<file path="src/hw/rtl/pmlu_pkg.sv">
// Shared types, codes and sizes for the priority mutex lock unit.
`default_nettype none

package pmlu_pkg;

  // Wait queue geometry.
  localparam int unsigned QueueDepth = 16;
  localparam int unsigned CountW     = $clog2(QueueDepth + 1);

  // Recursion limit: the smaller of the configured maximum and what eight bits hold.
  localparam int unsigned MaxRecursion = 255;
  localparam logic [7:0]  DepthLimit   = 8'((MaxRecursion < 255) ? MaxRecursion : 255);

  // Request codes.
  typedef enum logic [1:0] {
    OpLock    = 2'd0,
    OpTrylock = 2'd1,
    OpUnlock  = 2'd2,
    OpDestroy = 2'd3
  } op_e;

  // Result status codes.
  typedef enum logic [2:0] {
    StOk       = 3'd0,
    StBlocked  = 3'd1,
    StDeadlock = 3'd2,
    StBusy     = 3'd3,
    StNotOwner = 3'd4,
    StQueueFull = 3'd5,
    StDepthOvf = 3'd6
  } status_e;

  // Configuration register indexes.
  localparam logic [1:0] CfgMutexKind = 2'd0;
  localparam logic [1:0] CfgProtocol  = 2'd1;
  localparam logic [1:0] CfgCeiling   = 2'd2;

  // Configuration codes that change behavior; all others act as the default.
  localparam logic [1:0] KindRecursive = 2'd2;
  localparam logic [1:0] ProtoProtect  = 2'd2;

  // One queued waiter.
  typedef struct packed {
    logic [7:0] id;
    logic [7:0] prio;
  } waiter_t;

  // Command broadcast to every cell of the wait queue.
  typedef struct packed {
    logic    insert;
    logic    remove;
    waiter_t entry;
  } queue_cmd_t;

  // One result word.
  typedef struct packed {
    status_e    status;
    logic       owner_valid;
    logic [7:0] owner_id;
    logic [7:0] lock_depth;
    logic       set_prio_valid;
    logic [7:0] set_prio_value;
    logic       handoff_valid;
    logic [7:0] handoff_id;
    logic       boost_valid;
    logic [7:0] boost_prio;
    logic       drop_boost;
    logic       reschedule;
  } result_t;

endpackage

`default_nettype wire

</file>
<file path="src/hw/rtl/pmlu_wait_cell.sv">
// One cell of the sorted wait queue: holds a waiter and trades with its neighbors.
`default_nettype none

module pmlu_wait_cell
  import pmlu_pkg::*;
(
  input  wire logic       clk_i,
  input  wire logic       occupied_i,
  input  wire queue_cmd_t cmd_i,
  input  wire logic       prev_stay_i,
  input  wire waiter_t    prev_entry_i,
  input  wire waiter_t    next_entry_i,
  output logic            stay_o,
  output waiter_t         entry_o
);

  waiter_t entry_q, entry_d;

  // A waiter of equal or higher priority keeps its place, so equals stay FIFO.
  assign stay_o  = occupied_i && (entry_q.prio >= cmd_i.entry.prio);
  assign entry_o = entry_q;

  always_comb begin
    entry_d = entry_q;
    if (cmd_i.insert) begin
      if (!stay_o) begin
        entry_d = prev_stay_i ? cmd_i.entry : prev_entry_i;
      end
    end else if (cmd_i.remove) begin
      entry_d = next_entry_i;
    end
  end

  always_ff @(posedge clk_i) begin
    entry_q <= entry_d;
  end

endmodule

`default_nettype wire

</file>
<file path="src/hw/rtl/pmlu_wait_queue.sv">
// Priority-sorted wait queue built as a chain of cells with a fill count.
`default_nettype none

module pmlu_wait_queue
  import pmlu_pkg::*;
(
  input  wire logic        clk_i,
  input  wire logic        rst_ni,
  input  wire queue_cmd_t  cmd_i,
  output waiter_t          head_o,
  output logic [CountW-1:0] count_o
);

  logic [CountW-1:0] count_q, count_d;
  waiter_t           entries [QueueDepth];
  logic              stays   [QueueDepth];

  for (genvar i = 0; i < QueueDepth; i++) begin : g_cell
    logic    prev_stay;
    waiter_t prev_entry;
    waiter_t next_entry;

    if (i == 0) begin : g_first
      // The head has no predecessor, so it takes the new waiter when it yields.
      assign prev_stay  = 1'b1;
      assign prev_entry = '0;
    end else begin : g_mid
      assign prev_stay  = stays[i-1];
      assign prev_entry = entries[i-1];
    end

    if (i == QueueDepth - 1) begin : g_last
      assign next_entry = '0;
    end else begin : g_inner
      assign next_entry = entries[i+1];
    end

    pmlu_wait_cell u_cell (
      .clk_i        (clk_i),
      .occupied_i   (CountW'(i) < count_q),
      .cmd_i        (cmd_i),
      .prev_stay_i  (prev_stay),
      .prev_entry_i (prev_entry),
      .next_entry_i (next_entry),
      .stay_o       (stays[i]),
      .entry_o      (entries[i])
    );
  end

  always_comb begin
    count_d = count_q;
    if (cmd_i.insert) begin
      count_d = count_q + CountW'(1);
    end else if (cmd_i.remove) begin
      count_d = count_q - CountW'(1);
    end
  end

  always_ff @(posedge clk_i or negedge rst_ni) begin
    if (!rst_ni) begin
      count_q <= '0;
    end else begin
      count_q <= count_d;
    end
  end

  assign head_o  = entries[0];
  assign count_o = count_q;

endmodule

`default_nettype wire

</file>
<file path="src/hw/rtl/priority_mutex_lock_unit.sv">
// Top level of the priority mutex lock unit: owner state, request decode and result register.
//
//   Channel   Direction  Handshake                  Contents
//   request   in         in_valid_i / in_stall_o    op, thread id, priority, already waiting
//   result    out        out_valid_o / out_stall_i  status, owner, depth, priority actions
//   config    in         cfg_we_i                   kind, protocol, ceiling (index, data)
//
// A request word is captured into a request register. Once the output register is free or
// being emptied, the owner logic and the wait queue's cell chain update together while
// the result word is loaded into the output register. A new word is accepted only after
// the pending one executes. The cell chain inserts or removes a waiter with all cells
// updating together. Reset clears the owner state, the waiter count and both handshakes
// at once; queue cells hold no reset value. While a result waits under out_stall_i, one
// more request word is accepted and held until the output register frees up.
`default_nettype none

module priority_mutex_lock_unit
  import pmlu_pkg::*;
(
  input  wire logic       clk_i,
  input  wire logic       rst_ni,
  // Configuration write port.
  input  wire logic       cfg_we_i,
  input  wire logic [1:0] cfg_index_i,
  input  wire logic [7:0] cfg_data_i,
  // Request channel.
  input  wire logic       in_valid_i,
  output logic            in_stall_o,
  input  wire logic [1:0] op_i,
  input  wire logic [7:0] thread_id_i,
  input  wire logic [7:0] thread_priority_i,
  input  wire logic       already_waiting_i,
  // Result channel.
  output logic            out_valid_o,
  input  wire logic       out_stall_i,
  output logic [2:0]      status_o,
  output logic            owner_valid_o,
  output logic [7:0]      owner_id_o,
  output logic [7:0]      lock_depth_o,
  output logic            set_priority_valid_o,
  output logic [7:0]      set_priority_value_o,
  output logic            handoff_valid_o,
  output logic [7:0]      handoff_id_o,
  output logic            boost_valid_o,
  output logic [7:0]      boost_priority_o,
  output logic            drop_boost_o,
  output logic            reschedule_o
);

  // Configuration registers.
  logic [1:0] kind_q;
  logic [1:0] proto_q;
  logic [7:0] ceiling_q;

  // Request register.
  logic       req_valid_q;
  op_e        op_q;
  logic [7:0] tid_q;
  logic [7:0] tprio_q;
  logic       wait_q;

  // Mutex owner state.
  logic       held_q, held_d;
  logic [7:0] holder_id_q, holder_id_d;
  logic [7:0] holder_prio_q, holder_prio_d;
  logic [7:0] depth_q, depth_d;
  logic [7:0] saved_prio_q, saved_prio_d;

  // Result register.
  logic       out_valid_q;
  result_t    res_q, res_d;

  // Wait queue interface.
  queue_cmd_t        cmd, queue_cmd;
  waiter_t           head;
  logic [CountW-1:0] q_count;

  logic recursive;
  logic protect;
  logic is_owner;
  logic fire;
  logic in_accept;
  logic out_taken;

  assign recursive = (kind_q == KindRecursive);
  assign protect   = (proto_q == ProtoProtect);
  assign is_owner  = held_q && (holder_id_q == tid_q);

  // The pending request executes once the output register is free or being emptied.
  assign fire      = req_valid_q && (!out_valid_q || !out_stall_i);
  assign in_stall_o = req_valid_q;
  assign in_accept = in_valid_i && !in_stall_o;
  assign out_taken = out_valid_q && !out_stall_i;

  // Request decode and next owner state.
  always_comb begin
    logic [7:0] releaser_prio;

    held_d        = held_q;
    holder_id_d   = holder_id_q;
    holder_prio_d = holder_prio_q;
    depth_d       = depth_q;
    saved_prio_d  = saved_prio_q;
    releaser_prio = tprio_q;

    cmd            = '0;
    cmd.entry.id   = tid_q;
    cmd.entry.prio = tprio_q;

    res_d        = '0;
    res_d.status = StOk;

    unique case (op_q)
      OpLock, OpTrylock: begin
        if (!held_q) begin
          held_d        = 1'b1;
          holder_id_d   = tid_q;
          depth_d       = 8'd1;
          holder_prio_d = tprio_q;
          if (protect) begin
            saved_prio_d         = tprio_q;
            holder_prio_d        = ceiling_q;
            res_d.set_prio_valid = 1'b1;
            res_d.set_prio_value = ceiling_q;
          end
        end else if (is_owner) begin
          if (!recursive) begin
            res_d.status = StDeadlock;
          end else if (depth_q >= DepthLimit) begin
            res_d.status = StDepthOvf;
          end else begin
            depth_d = depth_q + 8'd1;
          end
        end else if (op_q == OpTrylock) begin
          res_d.status = StBusy;
        end else if (wait_q) begin
          res_d.status = StDeadlock;
        end else if (q_count == CountW'(QueueDepth)) begin
          res_d.status = StQueueFull;
        end else begin
          // Queue the requester and raise a lower-priority owner.
          cmd.insert   = 1'b1;
          res_d.status = StBlocked;
          if (holder_prio_q < tprio_q) begin
            res_d.boost_valid = 1'b1;
            res_d.boost_prio  = tprio_q;
            holder_prio_d     = tprio_q;
          end
        end
      end

      OpUnlock: begin
        if (!is_owner) begin
          res_d.status = StNotOwner;
        end else if (recursive && (depth_q > 8'd1)) begin
          depth_d = depth_q - 8'd1;
        end else begin
          if (protect) begin
            res_d.set_prio_valid = 1'b1;
            res_d.set_prio_value = saved_prio_q;
            releaser_prio        = saved_prio_q;
          end
          res_d.drop_boost = 1'b1;
          if (q_count != '0) begin
            // Hand the mutex to the head of the queue.
            cmd.remove    = 1'b1;
            holder_id_d   = head.id;
            depth_d       = 8'd1;
            holder_prio_d = head.prio;
            if (protect) begin
              saved_prio_d  = head.prio;
              holder_prio_d = ceiling_q;
            end
            res_d.handoff_valid = 1'b1;
            res_d.handoff_id    = head.id;
            res_d.reschedule    = (holder_prio_d > releaser_prio);
          end else begin
            held_d        = 1'b0;
            holder_id_d   = '0;
            holder_prio_d = '0;
            depth_d       = '0;
          end
        end
      end

      OpDestroy: begin
        if (held_q && !(recursive && is_owner)) begin
          res_d.status = StBusy;
        end else begin
          // A recursive owner drops its lock first; waiters still keep it busy.
          held_d        = 1'b0;
          holder_id_d   = '0;
          holder_prio_d = '0;
          depth_d       = '0;
          if (q_count != '0) begin
            res_d.status = StBusy;
          end else begin
            saved_prio_d = '0;
          end
        end
      end

      default: ;
    endcase

    res_d.owner_valid = held_d;
    res_d.owner_id    = held_d ? holder_id_d : '0;
    res_d.lock_depth  = depth_d;
  end

  assign queue_cmd = fire ? cmd : '0;

  pmlu_wait_queue u_queue (
    .clk_i   (clk_i),
    .rst_ni  (rst_ni),
    .cmd_i   (queue_cmd),
    .head_o  (head),
    .count_o (q_count)
  );

  // Configuration writes; an index beyond the register list is ignored.
  always_ff @(posedge clk_i or negedge rst_ni) begin
    if (!rst_ni) begin
      kind_q    <= 2'd0;
      proto_q   <= 2'd0;
      ceiling_q <= 8'd1;
    end else if (cfg_we_i) begin
      unique case (cfg_index_i)
        CfgMutexKind: kind_q    <= cfg_data_i[1:0];
        CfgProtocol:  proto_q   <= cfg_data_i[1:0];
        CfgCeiling:   ceiling_q <= cfg_data_i;
        default: ;
      endcase
    end
  end

  // Request register.
  always_ff @(posedge clk_i or negedge rst_ni) begin
    if (!rst_ni) begin
      req_valid_q <= 1'b0;
    end else if (in_accept) begin
      req_valid_q <= 1'b1;
    end else if (fire) begin
      req_valid_q <= 1'b0;
    end
  end

  always_ff @(posedge clk_i) begin
    if (in_accept) begin
      op_q    <= op_e'(op_i);
      tid_q   <= thread_id_i;
      tprio_q <= thread_priority_i;
      wait_q  <= already_waiting_i;
    end
  end

  // Owner state.
  always_ff @(posedge clk_i or negedge rst_ni) begin
    if (!rst_ni) begin
      held_q        <= 1'b0;
      holder_id_q   <= '0;
      holder_prio_q <= '0;
      depth_q       <= '0;
      saved_prio_q  <= '0;
    end else if (fire) begin
      held_q        <= held_d;
      holder_id_q   <= holder_id_d;
      holder_prio_q <= holder_prio_d;
      depth_q       <= depth_d;
      saved_prio_q  <= saved_prio_d;
    end
  end

  // Result register.
  always_ff @(posedge clk_i or negedge rst_ni) begin
    if (!rst_ni) begin
      out_valid_q <= 1'b0;
    end else if (fire) begin
      out_valid_q <= 1'b1;
    end else if (out_taken) begin
      out_valid_q <= 1'b0;
    end
  end

  always_ff @(posedge clk_i) begin
    if (fire) begin
      res_q <= res_d;
    end
  end

  assign out_valid_o          = out_valid_q;
  assign status_o             = res_q.status;
  assign owner_valid_o        = res_q.owner_valid;
  assign owner_id_o           = res_q.owner_id;
  assign lock_depth_o         = res_q.lock_depth;
  assign set_priority_valid_o = res_q.set_prio_valid;
  assign set_priority_value_o = res_q.set_prio_value;
  assign handoff_valid_o      = res_q.handoff_valid;
  assign handoff_id_o         = res_q.handoff_id;
  assign boost_valid_o        = res_q.boost_valid;
  assign boost_priority_o     = res_q.boost_prio;
  assign drop_boost_o         = res_q.drop_boost;
  assign reschedule_o         = res_q.reschedule;

`ifndef ASSERT_OFF
  // An accepted word is always waiting in the request register in the following cycle.
  a_accept_pending : assert property (@(posedge clk_i) disable iff (!rst_ni)
    in_accept |=> req_valid_q)
    else $error("accepted request word not pending");

  // The fill count of the wait queue never runs past its depth.
  a_count_bound : assert property (@(posedge clk_i) disable iff (!rst_ni)
    q_count <= CountW'(QueueDepth))
    else $error("wait queue count beyond depth");

  // A free mutex reports no owner and no depth.
  a_free_clean : assert property (@(posedge clk_i) disable iff (!rst_ni)
    (out_valid_o && !owner_valid_o) |-> (owner_id_o == '0 && lock_depth_o == '0))
    else $error("free mutex reports owner or depth");

  // A handoff leaves the granted waiter as the owner at depth one.
  a_handoff_owner : assert property (@(posedge clk_i) disable iff (!rst_ni)
    (out_valid_o && handoff_valid_o)
      |-> (owner_valid_o && owner_id_o == handoff_id_o && lock_depth_o == 8'd1))
    else $error("handoff does not match new owner");
`endif

endmodule

`default_nettype wire

</file>
<file path="config.mk">
export PLATFORM = sky130hd
export DESIGN_NAME = priority_mutex_lock_unit
export DESIGN_NICKNAME = d
export VERILOG_FILES = /design/src/hw/rtl/pmlu_pkg.sv /design/src/hw/rtl/pmlu_wait_cell.sv /design/src/hw/rtl/pmlu_wait_queue.sv /design/src/hw/rtl/priority_mutex_lock_unit.sv
export SDC_FILE = /design/constraint.sdc
export NUM_CORES = 1
export LEC_CHECK = 0
export ABC_AREA = 1
export BUFFER_PORTS_ARGS = -buffer_cell sky130_fd_sc_hd__buf_2
export CAP_MARGIN = 40
export CORE_ASPECT_RATIO = 1.5
export CORE_MARGIN = 1
export CORE_UTILIZATION = 45
export CTS_CLUSTER_DIAMETER = 100
export DETAILED_ROUTE_END_ITERATION = 7
export GPL_ROUTABILITY_DRIVEN = 0
export PLACE_DENSITY = 0.72
export SYNTH_ARGS = -nofsm -noshare
export SYNTH_HDL_FRONTEND = slang
export SYNTH_HIERARCHICAL = 1
export SYNTH_SLANG_ARGS = --single-unit
</file>
<file path="constraint.sdc">
create_clock -name clk_i -period 14.9 [get_ports clk_i]
set_clock_uncertainty 0.05 [all_clocks]
set_input_delay 2.235 -clock clk_i [delete_from_list [all_inputs] [get_ports clk_i]]
set_output_delay 2.235 -clock clk_i [all_outputs]
set_load 0.05 [all_outputs]
</file>
==> flow_metrics.py <==
metrics = {
    "worst_setup_path": {
        "cp-end-kind": "register",
        "crit_family": "buffers and inverters",
        "reg2reg_depth": 9,
        "arrival_ns": 5.36,
        "critical_path.max_fanout": 227,
        "cp_slowest_cell": "buf_12",
        "cp_slowest_stage_delay_ns": 0.60,
        "r2r_end": "u_queue/g_cell[15].u_cell/entry_o[0]",
        "required_ns": 14.97,
        "worstSetupStartpointType": "input port",
        "worstPathCellList": "buf_2, nand2_1, nand2_2, buf_4, nor2_4, buf_12, buf_4, inv_2, nand2_1, nand2_1",
        "r2r_setup_slack_ns": 10.23,
        "cpMostUsedCell": "nand2_1",
        "cp_num_cells": 10,
        "crit_end": "u_queue/g_cell[15].u_cell/entry_o[0]",
        "critical_path_class": "input port to register",
        "startpoint": "out_stall_i",
        "cp_num_buf_inv": 5,
        "r2r-start": "op_q[1]",
    },
    "final_layout": {
        "syn2layout_area_growth_pct": 9.80,
        "design_area_um2": 25900,
        "num_antenna_cells": 0,
        "fill_cells": 4862,
        "drive_above_1_share": 0.0883,
        "layout.nets": 3200,
        "stdcell_count": 3723,
    },
    "floorplanning": {
        "rows": 102,
        "die_w_um": 189,
        "core_um2": 51700,
        "ioPinCount": 85,
        "start_util": 0.456,
        "die_y_um": 282,
        "die-area_um2": 53400,
    },
    "yosys": {
        "avgSynthCellArea_um2": 8.08,
        "synth_cells": 2921,
        "yosys_warnings": 6,
        "syn_area_um2": 23600,
    },
    "clocking": {
        "cts_inserted_buffers": 38,
        "postCtsSetupBuffers": 0,
        "clockRootBuffer": "clkbuf_16",
        "cts_tree": "yes",
        "cts_sinks": 376,
        "htree_levels": 2,
        "cts_resized": 0,
        "cts_buffer_depth": 3,
        "clk_pin_slew_ns": 0.07,
        "clock_latency_ns": 0.55,
        "hold_buffers": 0,
    },
    "power_and_ir_drop": {
        "ir_worst_vdd_mv": 0.167,
        "p_sw_w": 0.00160,
        "power.internal_w": 0.00227,
        "pwr-share-comb": 0.379,
        "p_per_area_nw_per_um2": 150,
        "p_clk_frac": 0.251,
        "leakage_nw": 11.6,
        "seqPwrFrac": 0.370,
        "netSwitchingFraction": 0.413,
    },
    "global_routing": {
        "grt_pass1_vias": 19661,
        "globalRouteMet3Util": 0.0248,
        "antenna_found_initial": 0,
        "track_usage": 0.240,
        "grt_first_pass_wirelength_um": 102000,
        "use_met1": 0.273,
        "grt-busiest-layer": "met2",
        "grt_util_met2": 0.442,
        "grt_overflow_total": 0,
        "grt_max_degree": 228,
    },
    "routing": {
        "via_per_inst": 5.45,
        "ant_nets": 0,
        "wl_um": 64200,
        "drc_errors": 0,
        "firstDrtPassIters": 8,
        "num_vias": 20274,
        "wl_per_cell_um": 17.2,
        "drt_iter0_markers": 1781,
    },
    "timing": {
        "period_share": 0.355,
        "setup_slack_ns": 9.61,
        "layout_min_cycle_time_ns": 5.29,
        "slew_headroom": 0.379,
        "timing.fmax_mhz": 189,
        "finalSetupViolCount": 0,
        "tightest_slew_ns": 0.932,
        "timing.final.hold_violations": 0,
        "fin_tns_setup_ns": 0,
        "rsz0062_at_grt": "no",
        "slew_violations": 0,
    },
    "place": {
        "dp.cells": 3653,
        "post-dp-hpwl_um": 46100,
        "portBuffers": 84,
        "post-place-ws_ns": 9.19,
        "placed_area_um2": 24700,
    },
    "job": {
        "drv.max_cap_violation_count": 0,
    },
    "worst_hold_path": {
        "hp-class": "register to register",
        "worstHoldStart": "saved_prio_q[6]",
    },
    "outcome": {
        "outcome": "finished clean",
    },
}
==> metrics by stage <==
stage          hold WS (ns)   util  total power, W
6_report              0.428  0.501         0.00387
5_1_grt               0.441  0.501         0.00411
4_1_cts               0.433  0.501         0.00388
3_5_place_dp          0.416  0.477         0.00291
3_3_place_gp          0.414  0.475         0.00287
2_1_floorplan         0.399      -         0.00252
==> flip-flops by register name, indices dropped and copies added (netlist names), 2 cells and up <==
signal	count
holder_id_q	8
tid_q	8
depth_q	8
kind_q	2
saved_prio_q	8
set_priority_value_o	8
lock_depth_o	8
u_queue/g_cell.u_cell/entry_o	256
owner_id_o	8
status_o	3
proto_q	2
op_q	2
ceiling_q	8
tprio_q	8
u_queue/count_o	5
boost_priority_o	8
holder_prio_q	8
handoff_id_o	8
==> tightest hold or removal path, delay by kind of cell (launching register included) <==
family	cells	cell delay [ns]
flip-flops	1	0.34
AND/OR/NAND/NOR	2	0.10
==> layer usage <==
metal  wire (um)  share of wire
met1       24200           0.38
met2       32700           0.51
met3        3870          0.060
met4        3380          0.053
met5           0              0
==> layout by cell type (no fill, tap or decap), types with 7 or more instances in the layout <==
master,instances
nor2_1,354
o211ai_1,9
o21ai_1,183
nand4_1,30
nand3_1,82
nor2_2,20
dfrtp_1,51
clkinv_2,7
buf_4,22
clkbuf_16,39
a21o_1,17
conb_1,40
inv_2,51
inv_1,287
xor2_1,8
o21ai_0,408
nand2_1,750
a21oi_1,54
edfxtp_1,324
o22ai_1,8
ha_1,149
buf_2,84
==> worst min path at each step <==
stage / end / depth (start not counted)
final: saved_prio_q[6] / 2
after global routing: saved_prio_q[4] / 2
after CTS: saved_prio_q[6] / 2
after detailed placement: saved_prio_q[6] / 2
after global placement: saved_prio_q[6] / 2
after floorplan: saved_prio_q[1] / 2
==> final cells by class <==
class / instances / area [um2] / area share
inverter: 339 / 1270 / 0.0491
timing repair buffer: 112 / 689 / 0.0266
multi-input combinational: 2150 / 10800 / 0.417
clock buffer: 47 / 1030 / 0.0396
clock inverter: 23 / 226 / 0.00874
sequential: 376 / 11000 / 0.426
tap: 676 / 846 / 0.0327
==> power groups by stage <==
stage          sequential (W)  clock (W)  combinational [W]
2_1_floorplan         0.00159          0           0.000936
3_3_place_gp          0.00145          0            0.00141
3_5_place_dp          0.00145          0            0.00145
4_1_cts               0.00143   0.000986            0.00146
5_1_grt               0.00145    0.00102            0.00164
6_report              0.00143   0.000974            0.00147
Power figures use the tool's default switching activity.
